===== src/hw/rtl/jldv_div.sv =====


// ----------------------------------------------------------------------------
// jldv_div6
// Signed 64-bit divide by six, truncating, one byte of quotient per cycle.
// ----------------------------------------------------------------------------
module jldv_div6 (
  input  logic               clk,
  input  logic               rst_n,
  input  logic               start,
  input  logic signed [63:0] x,
  output logic               done,
  output logic signed [63:0] quot
);

  logic [63:0]        dvd_r;
  logic [2:0]         rem_r;
  logic               neg_r;
  logic [2:0]         cnt_r;
  logic               busy_r, done_r;
  logic signed [63:0] res_r;

  logic [7:0] qbyte;
  logic [2:0] rem_nxt;
  logic [3:0] part;

  // eight compare-and-subtract steps against six, top byte first
  always_comb begin
    rem_nxt = rem_r;
    part    = '0;
    qbyte   = '0;
    for (int i = 7; i >= 0; i--) begin
      part     = {rem_nxt, dvd_r[56 + i]};
      qbyte[i] = part >= 4'd6;
      rem_nxt  = qbyte[i] ? 3'(part - 4'd6) : part[2:0];
    end
  end

  always_ff @(posedge clk) begin
    if (!rst_n) begin
      busy_r <= 1'b0;
      done_r <= 1'b0;
    end else begin
      done_r <= 1'b0;
      if (start) begin
        dvd_r  <= x[63] ? 64'(-x) : 64'(x);
        neg_r  <= x[63];
        rem_r  <= '0;
        cnt_r  <= '0;
        busy_r <= 1'b1;
      end else if (busy_r) begin
        dvd_r <= {dvd_r[55:0], qbyte};
        rem_r <= rem_nxt;
        cnt_r <= cnt_r + 3'd1;
        if (cnt_r == 3'd7) begin
          busy_r <= 1'b0;
          done_r <= 1'b1;
          res_r  <= neg_r ? -$signed({dvd_r[55:0], qbyte}) : $signed({dvd_r[55:0], qbyte});
        end
      end
    end
  end

  assign done = done_r;
  assign quot = res_r;

endmodule


===== config.mk =====
export PLATFORM = sky130hd
export DESIGN_NAME = jldv_div6
export DESIGN_NICKNAME = d
export VERILOG_FILES = /design/src/hw/rtl/jldv_div.sv
export SDC_FILE = /design/constraint.sdc
export NUM_CORES = 1
export LEC_CHECK = 0
export ABC_AREA = 1
export BUFFER_PORTS_ARGS = -buffer_cell sky130_fd_sc_hd__buf_2
export CORE_ASPECT_RATIO = 2
export CORE_MARGIN = 2
export CORE_UTILIZATION = 50
export DETAILED_ROUTE_END_ITERATION = 8
export PLACE_DENSITY_LB_ADDON = 0.15
export SLEW_MARGIN = 25
export SYNTH_ARGS = -nofsm -noshare
export SYNTH_HDL_FRONTEND = slang
export SYNTH_SLANG_ARGS = --single-unit

===== constraint.sdc =====
create_clock -name clk -period 4.8 [get_ports clk]
set_input_delay 0.48 -clock clk [delete_from_list [all_inputs] [get_ports clk]]
set_output_delay 0.48 -clock clk [all_outputs]
set_load 0.03 [all_outputs]

==> flow_summary.ini <==
[timing]
post-route-period-util = 0.8447
tns_ns = 0
maxSlewViolCount = 0
setup_viol = 0
tightestPinTransition_ns = 0.8806
min_period_ns = 4.055
rsz0062_at_grt = false
hold_viol = 0
holdWs_ns = 0.3399
fmaxAchievable_mhz = 246.6
finClkSkew_ns = 0.009533
relSlewSlack = 0.4123

[job]
drv_cap = 0

[clocking]
clk_pin_slew_ns = 0.06
clock_latency_ns = 0.43
cts_made_buffers = 17
holdBufCountCts = 0
cts_buffer_depth = 2
cts.sinks = 137
root_buffer = clkbuf_16
cts_resized = 0
tritoncts = done
ctsHtreeMaxLevel = 4
postCtsSetupRepairBufs = 0

[cells_and_area]
nets = 1320
mostFrequentLayoutCells = nand2_1 (218), edfxtp_1 (135), nor2_1 (134)
area_growth_pct = 16.74
drive_gt1_frac = 0.1791
layout.cells.non_filler = 1475
final_common_cell = nand2_1
regArea_mm2 = 0.004094
multi_input_area_mm2 = 0.004379
n_antenna_cell = 0
fillCellCount = 1663

[floorplanning]
die_w_um = 99.32
io_pins = 132
die_h_um = 194.6
rows = 69
core_area_mm2 = 0.01778
dieArea_mm2 = 0.01933
start_util = 0.5109

[yosys]
synth_top_area_share = 0.4462
yosysSeqAreaShare = 0.4506
synth_top_cell_by_area = edfxtp_1
synth_cell_types = 43
syn_area_mm2 = 0.009086
ys_top_cells_by_area = edfxtp_1 (45%), nand2_1 (9.0%), xor2_1 (6.9%)
syn_inst = 1116
ys_warn_count = 0
synth-seq-cells = 137
syn_avg_cell_area_um2 = 8.142
synth_nets = 1187

[worst_setup_path]
cpMostUsedCell = nand2_1
critPathArrivalTime_ns = 4.23
crit_fanout = 5
critPathLaunchType = flop
slowest_stage = edfxtp_1
critPathKind = reg -> reg
startpoint = rem_r[2]
slowest_delay_ns = 0.47
required_ns = 4.97
r2r_start = rem_r[2]
end_kind = flop

[drt]
ant_nets = 0
dr.pass1.iters = 5
drt-total-wl_um = 27720
via_per_inst = 5.588
wl_per_cell_um = 18.79
vias = 8242
drtIter0Drc = 490
drcViolationCount = 0

[place]
dp_hpwl_um = 21630
gp_congestion = 1.073
place_inst = 1443
io_buffers = 131

[pwr]
cellLeakagePower_nw = 4.235
finalPower_w = 0.003617
vdd_drop_max_mv = 0.2414
powerDensity_mw_per_mm2 = 341.0

[status]
status = completed

[grt]
grt_overflow_total = 0
grt_pass1_wl_um = 42520
antenna_found_initial = 0
grt_max_degree = 65
grt_pass1_vias = 7976
grt_usage = 0.2890

[min_path]
hp-class = in -> reg
min_from = rst_n
## registers in the layout, summed over array words and instances (netlist names)
signal	flops
busy_r	1
cnt_r	3
done	1
dvd_r	64
neg_r	1
quot	64
rem_r	3
## path summary, 6_finish.rpt
path	to	slack, ns	depth (start not counted)
setup / recovery	quot[42]	0.75	28
hold / removal	busy_r	0.34	3
setup reg to reg	quot[42]	0.75	28
hold reg to reg	cnt_r[0]	0.56	1
## cell usage after synthesis
cell type and count:
o21ai_2 3, nand2_2 15, nand2_1 219, o21ai_0 93, a21oi_1 23, dfxtp_1 2
o21bai_1 2, nor4_1 42, inv_1 133, xor2_1 72, ha_1 4, clkinv_2 1
nand3_1 55, nor2_2 4, o21ai_1 10, a41oi_1 2, buf_1 6, buf_2 2
clkbuf_1 21, nand3b_1 3, a21oi_2 2, edfxtp_1 135, a31oi_1 8, nand3_2 1
o2111ai_4 1, nor2_4 3, nor3_2 5, inv_2 2, or2_1 1, nor4_2 1
nor2_8 1, o22ai_1 2, nand2_4 3, nand4_1 22, a21o_1 2, o211ai_2 1
o2111ai_1 1, o21ai_4 2, nor3_1 35, nor2_1 135, or2_2 8, xnor2_1 31
o31ai_1 2
## power breakdown
part           leakage, nW  total [W]  switching, W  internal (W)
sequential            1.28    0.00156      0.000122       0.00144
combinational         2.66   0.000692      0.000462      0.000230
clock                0.290    0.00137      0.000498      0.000867
## per-stage QoR
stage	utilization	cell area, um^2	setup slack [ns]
final	0.5965	10610	0.7454
after global placement	0.5621	9997	1.030
after floorplan	-	9086	0.3956
after global routing	0.5965	10610	0.3495
after detailed placement	0.5621	9997	0.8066
after CTS	0.5965	10610	0.7813
## per-layer routing
layer | vias to the layer above | GRT usage | wire length (um)
met4 | 0 | 0.1456 | 1462
li1 | 4030 | - | -
met1 | 3796 | 0.3219 | 10140
met2 | 339 | 0.5318 | 14910
met3 | 77 | 0.03020 | 1206
met5 | - | 0 | 0
## logic make-up after synthesis
group | Yosys count | share of synthesized area
compound gates | 154 | 0.09681
xor+xnor | 103 | 0.09928
fa+ha+maj | 4 | 0.005508
buf+inv | 165 | 0.06858
flops | 137 | 0.4506
simple gates | 553 | 0.2793
## worst max-delay path: cells and delay by family (launching register included)
family / cells / cell delay, ns
simple gates: 20 / 2.20
compound gates: 3 / 0.63
flops: 1 / 0.47
buf+inv: 4 / 0.33
fa+ha+maj: 1 / 0.16
## layout make-up
type,count,area share
clock inverter,12,0.01640
inverter,136,0.04824
tap,213,0.02512
clock buffer,20,0.04117
sequential,137,0.3859
timing repair buffer,143,0.07030
multi-input combinational,814,0.4128
Power figures use the tool's default switching activity.
