==> config.mk <==
export PLATFORM = sky130hd
export DESIGN_NAME = jldv_sqrt
export DESIGN_NICKNAME = d
export VERILOG_FILES = /design/src/hw/rtl/jldv_sqrt.sv
export SDC_FILE = /design/constraint.sdc
export NUM_CORES = 1
export LEC_CHECK = 0
export ABC_AREA = 1
export BUFFER_PORTS_ARGS = -buffer_cell sky130_fd_sc_hd__buf_2
export CAP_MARGIN = 20
export CORE_AREA = 2 2 234 282
export DETAILED_ROUTE_END_ITERATION = 8
export DIE_AREA = 0 0 236 284
export GPL_TIMING_DRIVEN = 1
export PLACE_DENSITY = 0.47
export SYNTH_ARGS = -nofsm -noshare
export SYNTH_HDL_FRONTEND = slang
export SYNTH_SLANG_ARGS = --single-unit
export TNS_END_PERCENT = 1
==> constraint.sdc <==
create_clock -name clk -period 6.63 [get_ports clk]
set_clock_uncertainty 0.2 [all_clocks]
set_input_delay 0.663 -clock clk [delete_from_list [all_inputs] [get_ports clk]]
set_output_delay 0.663 -clock clk [all_outputs]
set_load 0.05 [all_outputs]
==> src/hw/rtl/jldv_sqrt.sv <==
// ----------------------------------------------------------------------------
// jldv_sqrt
// Floored integer square root of a 64-bit value, one result bit per cycle.
// ----------------------------------------------------------------------------
module jldv_sqrt (
  input  logic        clk,
  input  logic        rst_n,
  input  logic        start,
  input  logic [63:0] x,
  output logic        done,
  output logic [31:0] root
);

  logic [63:0] x_r, r_r, bit_r;
  logic        busy_r, done_r;
  logic [63:0] trial;
  logic        take;

  assign trial = r_r + bit_r;
  assign take  = x_r >= trial;

  always_ff @(posedge clk) begin
    if (!rst_n) begin
      busy_r <= 1'b0;
      done_r <= 1'b0;
    end else begin
      done_r <= 1'b0;
      if (start) begin
        x_r    <= x;
        r_r    <= '0;
        bit_r  <= 64'd1 << 62;
        busy_r <= 1'b1;
      end else if (busy_r) begin
        if (take) begin
          x_r <= x_r - trial;
          r_r <= (r_r >> 1) + bit_r;
        end else begin
          r_r <= r_r >> 1;
        end
        bit_r <= bit_r >> 2;
        if (bit_r == 64'd1) begin
          busy_r <= 1'b0;
          done_r <= 1'b1;
        end
      end
    end
  end

  assign done = done_r;
  assign root = r_r[31:0];

endmodule

==> results.txt <==
The signal arrival time at the worst endpoint came out at 5.74 ns. The number of levels the H-tree was split into came out at 4. The via density per instance came out at 4.85. The post-detailed-routing wire length is 81,200 um. The tool flagged a number of max-cap violations equal to 0. The logic depth of the worst register-to-register path came out at 22. The number of cells on the worst hold path came out at 2. The clock slew seen by the registers of the worst setup and hold paths came out at 0.08 ns.

The relative slew slack is 40.4%. Setup repair after global routing left no endpoint under its margin. Ranked by instance count, the synthesized netlist is headed by sky130_fd_sc_hd__nand2_1 (1,420), sky130_fd_sc_hd__inv_1 (561), sky130_fd_sc_hd__nor2_1 (355). The setup violation total in the final timing report is 0.

The boundary pin count came out at 100. The detail-routed net length per standard cell came out at 18.5 um. The number of standard-cell rows in the floorplan came out at 102. The synthesized design contains 162 register bits. The area of the die came out at 67,000 um2.

The net count after synthesis is 3,690. The flow ran to the end, and the final reports show no timing, DRC or antenna violations. The synthesized netlist contains 45 unique library cells. The maximum clock insertion buffer count is 2. In this run the most critical hold path is launched from rst_n.

The area of the mapped netlist came out at 20,300 um2. Once layout is complete, the utilization of the core stands at 34.4%. The share of synthesized area occupied by flip-flops and latches came out at 23.8%. Among all flip-flop cells after synthesis, the most frequent one is sky130_fd_sc_hd__edfxtp_1. The horizontal die dimension is 236 um. The count of buffers added by post-CTS timing repair for setup is 0. The launching point of the worst reg2reg path is r_r[22]. The total global-route track usage is 24.2%.

The post-synthesis to final-layout area growth came out at 8.54%. The number of instances resized during post-cts repair came out at 0. After detailed routing, the number of remaining DRC violations is 0. The worst min-delay path endpoint is done. The number of endpoints with negative hold slack in the final report is 0. The timing-limited maximum frequency came out at 174 MHz. The number of detailed-route iterations in the first pass came out at 6. The antenna diode instance count is 0. The critical path in this run is classified as flip-flop to flip-flop. The number of slew-limit violations in the final report came out at 0.

The static power due to leakage is 11.3 nW. The first-pass GRT wire length is 122,000 um. The path class of the tightest hold or removal check is primary input to flip-flop. The number of buffer cells added on primary ports is 99.

The number of global-route vias before repair is 21,264. After technology mapping, the gate count stands at 3,492. Counting flops with a built-in enable in the synthesized netlist gives 160.

The internal reg-to-reg setup slack is 0.87 ns. The share of synthesized flip-flops with an asynchronous set or reset is 0%. The total core area came out at 64,200 um2. The detailed router placed 21,261 vias in this run.

Per report_power, the sequential group accounts for 27.4% of the total. The routability congestion estimate came out at 0.953. The clock share of power came out at 18.8%. The leading area contributor after synthesis is sky130_fd_sc_hd__nand2_1. Sorting the synthesized cells by area gives the leading types as sky130_fd_sc_hd__nand2_1 (26%), sky130_fd_sc_hd__edfxtp_1 (24%), sky130_fd_sc_hd__inv_1 (10%). The number of design-rule violations left by the first detailed-router iteration came out at 1,282. The net count of the finished layout is 3,741.

The required time of the critical path came out at 6.61 ns. The total power divided by cell area is 249 nW/um2. The clock tree root driver cell is sky130_fd_sc_hd__clkbuf_16. STA classifies the critical path startpoint as a flip-flop. The worst setup path is captured at a flip-flop. Clock latency on the worst-skew pair, taken at its later pin, is 0.51 ns. The setup TNS came out at 0 ns. The leading cell type by number of instances after synthesis is sky130_fd_sc_hd__nand2_1. The post-DP HPWL is 68,100 um. The switching portion of total power came out at 49.6%. In this run, CTS created clock tree buffers numbering 17. The number of filler instances in the final layout is 7,383.

Entering global routing, the biggest net connects 64 pins. The CTS sink count is 162. In this run the vertical extent of the chip is 284 um. The warning count from the yosys run came out at 0. A synthesized cell averages 5.82 um2.

The fraction of final layout cells with drive strength greater than 1 came out at 4.95%. The final critical delay including setup and external delays is 5.76 ns. Of all nets on the critical path, the largest fanout is 45. The cell-internal power is 2.76 mW. The switching power is 2.73 mW.

The number of hold buffers added after CTS was 0. The effective utilization at floorplan is 31.7%. The initial antenna violation count was 0. The ratio of final minimum period to clock period came out at 86.8%. The proportion of power drawn by combinational gates is 53.8%. The TritonCTS clock tree is done. The area share of the largest cell type after synthesis came out at 26.2%. The overflow left after global routing is 0. The worst-case vdd ir drop came out at 0.217 mV.

In this run the remaining antenna-violating nets after routing total 0. In this run the critical register-to-register path is captured at x_r[51]. For the pin with the worst max-slew slack, the measured transition is 0.885 ns.
-- power groups by stage --
stage	sequential (mW)	clock, mW	combinational, mW
final	1.50	1.03	2.96
after global routing	1.52	1.09	3.34
after CTS	1.50	1.06	2.96
after detailed placement	1.52	0	2.94
after global placement	1.52	0	2.95
after floorplan	1.42	0	2.18
-- metrics by stage --
step / hold WS (ns) / cell area, um2 / std cells / power [mW] / setup slack, ns
finish: 0.217 / 22100 / 4388 / 5.49 / 0.875
global route: 0.195 / 22100 / 4388 / 5.95 / 0.562
CTS: 0.177 / 22100 / 4388 / 5.51 / 1.02
detailed placement: 0.284 / 21500 / 4356 / 4.46 / 1.03
global placement: 0.268 / 21500 / 4356 / 4.47 / 1.09
floorplan: 0.254 / 20300 / 3492 / 3.60 / 1.27
-- registers in the layout, indices dropped and copies added (netlist names) --
register	count
bit_r	32
busy_r	1
x_r	64
r_r	64
done	1
-- layout by cell type (no fill, tap or decap), drive strengths merged, types with 58 or more instances in the layout --
cell type / n
nand2: 1426
inv: 574
nor2: 363
nand3: 222
edfxtp: 160
a21oi: 143
o21ai: 140
ha: 130
buf: 107
xnor2: 58
-- worst max path at each step --
stage	start	to	slack, ns	cells after the start
4_1_cts	r_r[22]	x_r[51]	1.02	22
3_3_place_gp	r_r[22]	x_r[14]	1.09	22
6_report	r_r[22]	x_r[51]	0.87	22
2_1_floorplan	start	x_r[0]	1.27	5
3_5_place_dp	r_r[22]	x_r[5]	1.03	22
5_1_grt	r_r[22]	x_r[51]	0.56	22
-- routing by layer --
metal	routed length [um]	up-vias	GRT usage (%)
met5	0	-	0
met4	3740	0	11.5
met3	2610	149	2.64
met2	39800	434	43.2
met1	35100	9633	28.9
li1	-	11045	-
-- kinds of logic (layout without fill, tap and decap cells) --
| kind of cell | count (synthesis) | count (layout) | share of synthesized area, % |
|---|---|---|---|
| compound gates | 318 | 318 | 8.31 |
| xor+xnor | 103 | 103 | 4.44 |
| fa+ha+maj | 131 | 131 | 8.10 |
| buf+inv | 642 | 706 | 12.7 |
| flops | 162 | 162 | 23.8 |
| simple gates | 2136 | 2136 | 42.6 |
-- critical path, cell delays in order, from the launching register on --
cell and delay (ns):
sky130_fd_sc_hd__edfxtp_1 0.57, sky130_fd_sc_hd__ha_1 0.48, sky130_fd_sc_hd__nand2_1 0.09, sky130_fd_sc_hd__o21ai_0 0.36
sky130_fd_sc_hd__nand2_1 0.15, sky130_fd_sc_hd__o21ai_0 0.52, sky130_fd_sc_hd__a21oi_1 0.06, sky130_fd_sc_hd__o21ai_0 0.36
sky130_fd_sc_hd__nand3_1 0.20, sky130_fd_sc_hd__nand3b_1 0.14, sky130_fd_sc_hd__nand2_1 0.07, sky130_fd_sc_hd__ha_1 0.37
sky130_fd_sc_hd__nand2_1 0.10, sky130_fd_sc_hd__nor2_1 0.19, sky130_fd_sc_hd__inv_1 0.08, sky130_fd_sc_hd__nor2_2 0.11
sky130_fd_sc_hd__nand2_1 0.10, sky130_fd_sc_hd__nor3_2 0.13, sky130_fd_sc_hd__nand2_2 0.10, sky130_fd_sc_hd__nand2_2 0.11
sky130_fd_sc_hd__o21ai_0 0.10, sky130_fd_sc_hd__inv_2 0.43, sky130_fd_sc_hd__buf_12 0.33
-- area by class of cell --
class	count	area [um2]	share of cell area (%)
clock buffer	19	453	2.05
clock inverter	13	116	0.527
inverter	567	2130	9.65
multi-input combinational	2688	12900	58.5
sequential	162	4840	22.0
tap	832	1040	4.72
timing repair buffer	107	583	2.64
Power figures use the tool's default switching activity.
