## config.mk

```make
export PLATFORM = sky130hd
export DESIGN_NAME = jldv_div
export DESIGN_NICKNAME = d
export VERILOG_FILES = /design/src/hw/rtl/jldv_pkg.sv /design/src/hw/rtl/jldv_div.sv
export SDC_FILE = /design/constraint.sdc
export NUM_CORES = 1
export LEC_CHECK = 0
export ABC_CLOCK_PERIOD_IN_PS = 10850
export BUFFER_PORTS_ARGS = -buffer_cell sky130_fd_sc_hd__buf_2
export CAP_MARGIN = 30
export CORE_MARGIN = 3
export CORE_UTILIZATION = 47
export CTS_CLUSTER_DIAMETER = 50
export CTS_CLUSTER_SIZE = 28
export DETAILED_ROUTE_END_ITERATION = 8
export PLACE_DENSITY_LB_ADDON = 0.25
export SYNTH_ARGS = -nofsm -noshare
export SYNTH_HDL_FRONTEND = slang
export SYNTH_SLANG_ARGS = --single-unit
```

## constraint.sdc

```tcl
create_clock -name clk -period 10.85 [get_ports clk]
set_input_delay 1.085 -clock clk [delete_from_list [all_inputs] [get_ports clk]]
set_output_delay 1.085 -clock clk [all_outputs]
set_load 0.05 [all_outputs]
```

## src/hw/rtl/jldv_pkg.sv

```systemverilog
// ----------------------------------------------------------------------------
// jldv_pkg
// Shared types and constants of the jerk-limited braking velocity block.
// ----------------------------------------------------------------------------
package jldv_pkg;

  // saturation bound of internal Q values
  localparam logic signed [63:0] SatLim = 64'sh4000_0000_0000_0000;

  localparam logic [0:0] RegJerk  = 1'b0;
  localparam logic [0:0] RegAccel = 1'b1;

  localparam logic [1:0] PhaseBehind  = 2'd0;
  localparam logic [1:0] PhaseJerk    = 2'd1;
  localparam logic [1:0] PhaseAccel   = 2'd2;
  localparam logic [1:0] PhaseStopped = 2'd3;

  localparam logic [1:0] ErrOk       = 2'd0;
  localparam logic [1:0] ErrPosLimit = 2'd1;
  localparam logic [1:0] ErrRange    = 2'd2;

  // request to a two-operand arithmetic unit
  typedef struct packed {
    logic               start;
    logic signed [63:0] a;
    logic signed [63:0] b;
  } op_req_t;

  // response of a two-operand arithmetic unit
  typedef struct packed {
    logic               done;
    logic signed [63:0] value;
  } op_rsp_t;

endpackage

```

## src/hw/rtl/jldv_div.sv

```systemverilog
// ----------------------------------------------------------------------------
// jldv_div
// Signed 64-bit restoring divider, one quotient bit per cycle, truncating.
// ----------------------------------------------------------------------------
module jldv_div import jldv_pkg::*; (
  input  logic    clk,
  input  logic    rst_n,
  input  op_req_t req,
  output op_rsp_t rsp
);

  logic [63:0]        dvd_r, dvs_r;
  logic [63:0]        rem_r;
  logic               neg_r;
  logic [5:0]         cnt_r;
  logic               busy_r, done_r;
  logic signed [63:0] res_r;

  logic [64:0] rem_sh, diff;
  logic        qbit;

  assign rem_sh = {rem_r, dvd_r[63]};
  assign diff   = rem_sh - {1'b0, dvs_r};
  assign qbit   = !diff[64];

  always_ff @(posedge clk) begin
    if (!rst_n) begin
      busy_r <= 1'b0;
      done_r <= 1'b0;
    end else begin
      done_r <= 1'b0;
      if (req.start) begin
        dvd_r  <= req.a[63] ? 64'(-req.a) : 64'(req.a);
        dvs_r  <= req.b[63] ? 64'(-req.b) : 64'(req.b);
        neg_r  <= req.a[63] ^ req.b[63];
        rem_r  <= '0;
        cnt_r  <= '0;
        busy_r <= 1'b1;
      end else if (busy_r) begin
        rem_r <= qbit ? diff[63:0] : rem_sh[63:0];
        dvd_r <= {dvd_r[62:0], qbit};
        cnt_r <= cnt_r + 6'd1;
        if (cnt_r == 6'd63) begin
          busy_r <= 1'b0;
          done_r <= 1'b1;
          res_r  <= neg_r ? -$signed({dvd_r[62:0], qbit}) : $signed({dvd_r[62:0], qbit});
        end
      end
    end
  end

  assign rsp.done  = done_r;
  assign rsp.value = res_r;

endmodule


```

==> run_results.csv <==
group,metric,value,unit
cts,cts_buffers,36,
cts,postCtsSetupBuffers,0,
route,wl_per_cell,17.35,microns
pwr,power,3.390,mW
finish,final_nets,2209,
finish,n_fill_cell,3361,
die,die_area,0.04018,sq mm
route,totalWireLength,44.08,mm
sta,min_period,6.297,ns
die,coreArea,0.03696,sq mm
route,num_vias,14408,
route,met2WireLength,20.75,mm
cts,tritoncts,"done",
run,maxCapViolations,0,
setup_path,critical_path_arrival,6.57,ns
synthesis,avgSynthCellArea,9.549,sq um
synthesis,synth_top_area_share,0.4444,
route,first_pass_iters,5,
synthesis,synth_cells,1861,
setup_path,crit_path_end_kind,"flip-flop",
global_route,grt_max_degree,110,
synthesis,synth_enable_flop_cells,263,
cts,clk_latency,0.53,ns
finish,num_antenna_cells,0,
place,port_buffers,195,
route,via_per_inst,5.672,
synthesis,synthesis.nets,2061,
synthesis,synth_top_family_by_area,"compound AO/OA/AOI/OAI gates",
synthesis,synth_compound_area_frac,0.1812,
finish,drive_above_1_share,0.1464,
cts,cts_buffer_depth,3,
sta,tns,0,ns
global_route,antenna_found_initial,1,
cts,ctsHoldBuffers,0,
die,start_util,0.4808,
place,place_congestion,0.9167,
setup_path,cp.required,11.12,ns
sta,rsz0062_at_grt,"no",
sta,fmax,0.1588,GHz
synthesis,ys_warn_count,0,
synthesis,synthSimpleGateAreaFrac,0.1629,
synthesis,synth_area_leaders,"edfxtp_1 44%, xnor2_1 7.7%, a21oi_1 5.5%, ha_1 4.8%, nand2_1 4.3%",
sta,setup_violations,0,
synthesis,synth_commonest_cells,"263 x edfxtp_1, 204 x nand2_1, 196 x a21oi_1",
synthesis,synth-seq-cells,265,
finish,area_growth,14.62,%
sta,worstMarginPinSlew,0.9679,ns
global_route,grt-ovfl-total,0,
setup_path,crit_type,"flip-flop to flip-flop",
finish,instances_no_fill,2540,
route,drt_iter0_drc,1080,
sta,min_period_over_period,0.5804,
setup_path,r2r_slack,4.55,ns
global_route,grt_pass1_vias,13931,
cts,root_buffer,"clkbuf_16",
synthesis,synth_most_common_cell,"edfxtp_1",
place,dp_hpwl,32.07,mm
sta,final_hold_viol_count,0,
global_route,grt_use_total,0.2101,
synthesis,synth_cell_types,76,
run_status,status,"finished clean",
pwr,power.leakage,7.731,nW
die,die_h,200.5,microns
pwr,peakVddDrop,0.09747,mV
die,rows,70,
sta,worst_slack,4.553,ns
sta,fin_skew,0.02011,ns
place,pre_cts_ws,4.603,ns
cts,clk_pin_slew_worst_paths,0.06,ns
sta,slew_viol_final,0,
die,die_w,200.5,microns
route,wl_met3,2.752,mm
synthesis,async_flop_share,0,
place,dp_cells,2475,
setup_path,cp_max_fo,36,
synthesis,synth_top_flop_cell,"edfxtp_1",
synthesis,ys_seq_area_frac,0.4467,
pwr,powerDensity,166.4,mW/mm^2
sta,relSlewSlack,0.3547,
global_route,grt_pass1_wl,70.51,mm
setup_path,start_kind,"flip-flop",
route,drc_errors,0,
cts,htree_levels,2,
cts,cts_resized,0,
route,m1WireLength,19.71,mm
die,io_pins,196,
synthesis,syn_area,0.01777,sq mm
synthesis,synthXorXnorAreaFrac,0.1163,
cts,cts_sinks,265,
synthesis,synth_area_leader_cell,"edfxtp_1",
synthesis,synth_fa_ha_area_frac,0.04900,
route,ant_nets,0,
worst_hold_path,hp-class,"flip-flop to flip-flop",
synthesis,muxShareOfSynthArea,0.003661,
route,topRoutingLayerUsed,"met5",
==> sequential cells by signal, indices dropped and copies added, names as in the netlist <==
register,cells
busy_r,1
cnt_r,6
done_r,1
dvd_r,64
dvs_r,64
neg_r,1
rem_r,64
res_r,64
==> area by class of cell <==
| cell class | instances | area [sq um] | share of cell area |
|---|---|---|---|
| clock buffer | 42 | 965.9 | 0.04742 |
| clock inverter | 23 | 247.7 | 0.01216 |
| inverter | 93 | 349.1 | 0.01714 |
| multi-input combinational | 1407 | 9134 | 0.4484 |
| sequential | 265 | 7938 | 0.3897 |
| tap | 504 | 630.6 | 0.03096 |
| timing repair buffer | 206 | 1105 | 0.05424 |
==> cells by family after synthesis <==
group	after synthesis
flip-flops	265
AO/OA/AOI/OAI	519
multiplexers	6
AND/OR/NAND/NOR	577
buffers and inverters	189
adder cells (fa/ha/maj)	69
XOR/XNOR	236
==> power breakdown <==
part	switching (mW)	leakage [nW]	internal [mW]
clock network	0.482	0.587	0.706
registers	0.0457	2.49	1.24
logic	0.560	4.66	0.352
total	1.09	7.73	2.30
==> stage by stage <==
stage	hold WS, ns	utilization	area, sq um
final	0.5103	0.5511	20370
after global routing	0.5466	0.5511	20370
after CTS	0.5218	0.5511	20370
after detailed placement	0.5105	0.5183	19160
after global placement	0.5009	0.5168	19100
after floorplan	0.4470	-	17770
==> path summary, 6_finish.rpt <==
kind,to,startpoint,cells past startpoint
hold reg to reg,done_r,busy_r,2
hold / removal,done_r,busy_r,2
setup / recovery,res_r[48],rem_r[44],18
setup reg to reg,res_r[48],rem_r[44],18
==> worst max-delay path, cell delays in order (launching register included) <==
cell	delay [ns]
edfxtp_1	0.40
ha_1	0.48
nand4_1	0.19
nor4_1	0.69
nand3_1	0.17
a211oi_1	0.27
o21bai_1	0.14
and2_1	0.16
a211o_2	0.31
inv_2	0.50
ha_1	0.30
nand2_1	0.11
or3_1	0.40
or4_1	0.56
or2_1	0.38
nor2_1	0.19
nand3_2	0.28
o31ai_1	0.41
xnor2_1	0.11
==> cell usage in the layout (no fill, tap or decap), types with 38 or more instances in the layout <==
| cell type | Yosys | layout |
|---|---|---|
| xnor2_1 | 157 | 157 |
| ha_1 | 68 | 68 |
| xor2_1 | 79 | 79 |
| nor2_1 | 116 | 116 |
| nand2_1 | 204 | 204 |
| buf_2 | 2 | 194 |
| o21ai_0 | 110 | 110 |
| a21oi_1 | 196 | 196 |
| edfxtp_1 | 263 | 263 |
| clkbuf_16 | 0 | 38 |
| inv_1 | 92 | 92 |
| o31ai_1 | 69 | 69 |
==> routing by layer <==
metal,track usage,up-vias
met5,0,-
met4,0.05721,2
met3,0.03438,57
met2,0.3569,427
met1,0.2802,6786
li1,-,7136
No activity file was read; power rests on OpenSTA's default activity.
