**src/hw/rtl/jldv_pkg.sv**
```systemverilog
// ----------------------------------------------------------------------------
// jldv_pkg
// Shared types and constants of the jerk-limited braking velocity block.
// ----------------------------------------------------------------------------
package jldv_pkg;

  // saturation bound of internal Q values
  localparam logic signed [63:0] SatLim = 64'sh4000_0000_0000_0000;

  localparam logic [0:0] RegJerk  = 1'b0;
  localparam logic [0:0] RegAccel = 1'b1;

  localparam logic [1:0] PhaseBehind  = 2'd0;
  localparam logic [1:0] PhaseJerk    = 2'd1;
  localparam logic [1:0] PhaseAccel   = 2'd2;
  localparam logic [1:0] PhaseStopped = 2'd3;

  localparam logic [1:0] ErrOk       = 2'd0;
  localparam logic [1:0] ErrPosLimit = 2'd1;
  localparam logic [1:0] ErrRange    = 2'd2;

  // request to a two-operand arithmetic unit
  typedef struct packed {
    logic               start;
    logic signed [63:0] a;
    logic signed [63:0] b;
  } op_req_t;

  // response of a two-operand arithmetic unit
  typedef struct packed {
    logic               done;
    logic signed [63:0] value;
  } op_rsp_t;

endpackage

```
**src/hw/rtl/jldv_mul.sv**
```systemverilog
// ----------------------------------------------------------------------------
// jldv_mul
// Saturating signed Q multiplier, one 32x32 partial product per cycle.
// ----------------------------------------------------------------------------
module jldv_mul import jldv_pkg::*; #(
  parameter int FRAC_BITS = 16
) (
  input  logic    clk,
  input  logic    rst_n,
  input  op_req_t req,
  output op_rsp_t rsp
);

  logic [63:0]        ma_r, mb_r;
  logic               neg_r;
  logic [1:0]         cnt_r;
  logic               busy_r, fin_r, done_r;
  logic [127:0]       acc_r;
  logic signed [63:0] res_r;

  logic [31:0]  ha, hb;
  logic [63:0]  pp;
  logic [6:0]   sh;
  logic [63:0]  rq, mag;
  logic         sat;

  assign ha  = cnt_r[1] ? ma_r[63:32] : ma_r[31:0];
  assign hb  = cnt_r[0] ? mb_r[63:32] : mb_r[31:0];
  assign pp  = ha * hb;
  assign sh  = {cnt_r[1] & cnt_r[0], cnt_r[1] ^ cnt_r[0], 5'd0};
  assign rq  = acc_r[FRAC_BITS +: 64];
  assign sat = (|acc_r[127:FRAC_BITS+64]) || (rq > 64'(SatLim));
  assign mag = sat ? 64'(SatLim) : rq;

  always_ff @(posedge clk) begin
    if (!rst_n) begin
      busy_r <= 1'b0;
      fin_r  <= 1'b0;
      done_r <= 1'b0;
    end else begin
      done_r <= 1'b0;
      fin_r  <= 1'b0;
      if (req.start) begin
        ma_r   <= req.a[63] ? 64'(-req.a) : 64'(req.a);
        mb_r   <= req.b[63] ? 64'(-req.b) : 64'(req.b);
        neg_r  <= req.a[63] ^ req.b[63];
        acc_r  <= '0;
        cnt_r  <= '0;
        busy_r <= 1'b1;
      end else if (busy_r) begin
        acc_r <= acc_r + ({64'd0, pp} << sh);
        cnt_r <= cnt_r + 2'd1;
        if (cnt_r == 2'd3) begin
          busy_r <= 1'b0;
          fin_r  <= 1'b1;
        end
      end else if (fin_r) begin
        done_r <= 1'b1;
        res_r  <= neg_r ? -$signed(mag) : $signed(mag);
      end
    end
  end

  assign rsp.done  = done_r;
  assign rsp.value = res_r;

endmodule

```
**config.mk**
```make
export PLATFORM = sky130hd
export DESIGN_NAME = jldv_mul
export DESIGN_NICKNAME = d
export VERILOG_FILES = /design/src/hw/rtl/jldv_pkg.sv /design/src/hw/rtl/jldv_mul.sv
export SDC_FILE = /design/constraint.sdc
export NUM_CORES = 2
export LEC_CHECK = 0
export CORE_MARGIN = 2
export CORE_UTILIZATION = 65
export CTS_CLUSTER_DIAMETER = 80
export CTS_CLUSTER_SIZE = 25
export DETAILED_ROUTE_END_ITERATION = 6
export DONT_BUFFER_PORTS = 1
export GPL_TIMING_DRIVEN = 1
export HOLD_SLACK_MARGIN = 0.08
export PLACE_DENSITY = 0.81
export SYNTH_ARGS = -nofsm -noshare
export SYNTH_HDL_FRONTEND = slang
export SYNTH_SLANG_ARGS = --single-unit
```
**constraint.sdc**
```tcl
create_clock -name clk -period 15.2 [get_ports clk]
set_input_delay 0.76 -clock clk [delete_from_list [all_inputs] [get_ports clk]]
set_output_delay 0.76 -clock clk [all_outputs]
set_load 0.02 [all_outputs]
```
==> impl_metrics.yaml <==
outcome:
  status: "finished with violations"
  violations: "DRC"
clocking:
  clock_latency_ns: 0.68
  clkSlewWorstSetupHoldPaths_ns: 0.10
  cts_buffer_depth: 3
  clockRootBuffer: "clkbuf_16"
  numCtsBuffers: 27
  cts.hold.buffers_added: 0
  cts_tree: "built"
  cts_resized: 0
  htree_levels: 1
  clock-sinks: 326
  postCtsSetupBuffers: 0
timing:
  finalSetupViolCount: 0
  fin_ws_ns: 1.23
  fin_crit_sh: 0.919
  drv_slew: 0
  finalSetupTns_ns: 0
  hold_viol_final: 0
  fin_skew_ns: 0.0482
  period_minus_slack_ns: 13.97
  slew_headroom: 0.0282
  timing.fmax_ghz: 0.0716
  rsz0062_at_grt: "false"
  worst_pin_slew_ns: 1.45
place:
  io_buffers: 0
  dp_hpwl_um: 151000
  dp_slack_ns: 1.79
  gp_congestion: 1.05
  placed_area_um2: 58300
  dp_cells: 7373
synth:
  synth_adder_area_share: 0.401
  synthesis.area_um2: 57100
  synth_top_family_by_area: "adder cells"
  synth_compound_gate_area_share: 0.108
  synthFlopType: "edfxtp_1"
  synth-edff-count: 323
  syn_inst: 6431
  syn-num-nets: 7853
  yosysWarnings: 0
  synthArstFlopShare: 0
  synthSimpleGateAreaFrac: 0.161
  ys_seq_area_frac: 0.171
  synth_xor_area_frac: 0.0519
  yosys.area.top_type_share: 0.315
  synth_top_area_cell: "fa_1"
  yosys.cell_types.count: 85
  synthMuxAreaShare: 0.0263
  synth_seq_cells: 326
  avgSynthCellArea_um2: 8.88
  synth_area_leaders: "fa_1, edfxtp_1, ha_1"
critical_path:
  rr_startpoint: "cnt_r[1]"
  critPathArrivalTime_ns: 14.40
  worstSetupStartpointType: "flop"
  crit_path_start: "cnt_r[1]"
  end_kind: "flop"
  crit_top_cell: "fa_1"
  regToRegSetupSlack_ns: 1.23
  critical_path_class: "flop to flop"
  cp_slowest_cell: "edfxtp_1"
  crit_path_max_fanout: 39
  cpPeakStageDelay_ns: 0.72
  cp.required_ns: 15.63
  worstReg2RegEnd: "acc_r[121]"
  reg2reg_depth: 40
finish:
  stdcell_count: 7428
  syn_to_final_growth_pct: 4.05
  fill_cells: 6829
  design_area_um2: 59400
  drive_above_1_share: 0.0459
  nNetsFinal: 7669
die:
  dieArea_um2: 90200
  die_h_um: 300
  start_util: 0.657
  die_x_um: 300
  io_pins: 196
  core.rowCount: 108
  core_area_um2: 86900
routing:
  avgRoutedWirePerCell_um: 25.7
  routed-via-count: 48454
  antenna_left: 0
  vias_per_cell: 6.52
  drcViolationCount: 28
  first_pass_iters: 7
  wirelength_um: 191000
  drtIter0Drc: 6203
worst_hold_path:
  min_to: "ma_r[0]"
  hold_class: "input port to flop"
  hold_depth: 0
  hold_path.startpoint: "req[64]"
global_routing:
  overflow: 0
  antenna_found_initial: 9
  grtUsageTotal: 0.422
  grt_pass1_vias: 48435
  grt_max_degree: 139
  grt_pass1_wl_um: 285000
run:
  cap_violations: 0
[layout by cell type, fill, tap and decap left out, drive strengths merged, types with 102 or more instances in the layout]
cell / synthesis / layout
xnor2: 225 / 225
o21ai: 244 / 244
edfxtp: 323 / 323
a21o: 102 / 102
ha: 394 / 394
xor2: 113 / 113
a21oi: 278 / 278
nand2: 700 / 700
nor2: 943 / 943
inv: 916 / 925
fa: 897 / 897
[worst max-delay path by stage]
stage                             to  slack (ns)
final                     acc_r[121]        1.23
after detailed placement  acc_r[121]        1.79
after floorplan           acc_r[121]        3.58
after CTS                 acc_r[121]        1.72
after global placement    acc_r[113]        1.82
after global routing      acc_r[121]        0.89
[synth_stat cells, types with 12 or more instances]
master	n
or4_1	28
o21bai_1	53
o21a_1	23
clkbuf_1	294
o211ai_1	13
nor2_1	942
and2_1	54
nand2_1	700
and3_1	12
nand3_1	66
nor4_1	27
nand2b_1	38
o21ai_1	22
a21o_1	102
edfxtp_1	323
o2111ai_1	12
o41ai_1	27
mux2i_1	78
a21oi_1	278
a211oi_1	27
or3_1	33
o21ai_0	222
or2_2	14
nor2b_1	32
fa_1	897
buf_1	14
mux2_2	64
inv_1	914
ha_1	394
a31oi_1	24
nor3_1	60
o31ai_1	54
xnor2_1	225
o22ai_1	37
xor2_1	113
nand4_1	78
[flip-flops by register name, summed over array words and instances (netlist names), 2 cells and up]
signal  count
res_r      64
mb_r       64
acc_r     128
ma_r       64
cnt_r       2
[through the flow]
step,hold WS [ns],util
after floorplan,0.439,-
after global placement,0.470,0.671
after detailed placement,0.479,0.671
after CTS,0.176,0.683
after global routing,0.193,0.683
final,0.199,0.684
[layer usage]
layer / share of wire / up-vias / GRT usage
li1: - / 20566 / -
met1: 0.36 / 23857 / 0.547
met2: 0.43 / 3232 / 0.615
met3: 0.15 / 789 / 0.159
met4: 0.069 / 10 / 0.226
met5: 0.0011 / - / 0.00265
[layout make-up]
| cell class | instances | area, µm² | share of cell area |
|---|---|---|---|
| Sequential cell | 326 | 9760 | 0.164 |
| Inverter | 916 | 3440 | 0.0579 |
| Clock buffer | 29 | 683 | 0.0115 |
| Antenna cell | 5 | 12.5 | 0.000211 |
| Timing Repair Buffer | 98 | 748 | 0.0126 |
| Tap cell | 1155 | 1450 | 0.0243 |
| Clock inverter | 21 | 368 | 0.00619 |
| Multi-Input combinational cell | 4878 | 42900 | 0.723 |
[cells by family (layout without fill, tap and decap cells)]
group                    after synthesis  after routing
AO/OA/AOI/OAI                        982            982
XOR/XNOR                             338            338
adder cells (fa/ha/maj)             1291           1291
buffers and inverters               1227           1064
flip-flops                           326            326
multiplexers                         142            142
other                                  0              5
AND/OR/NAND/NOR                     2125           2125
[worst max-delay path, delay by kind of cell (launching register included)]
| family | cells | cell delay, ns |
|---|---|---|
| mux | 2 | 0.80 |
| flops | 1 | 0.72 |
| simple gates | 5 | 0.93 |
| compound gates | 17 | 4.54 |
| xor+xnor | 1 | 0.52 |
| fa+ha+maj | 10 | 4.91 |
| buf+inv | 5 | 1.29 |
Power is not shown: default switching activity piles up to over one toggle a cycle in this logic, so the estimate is an artifact.
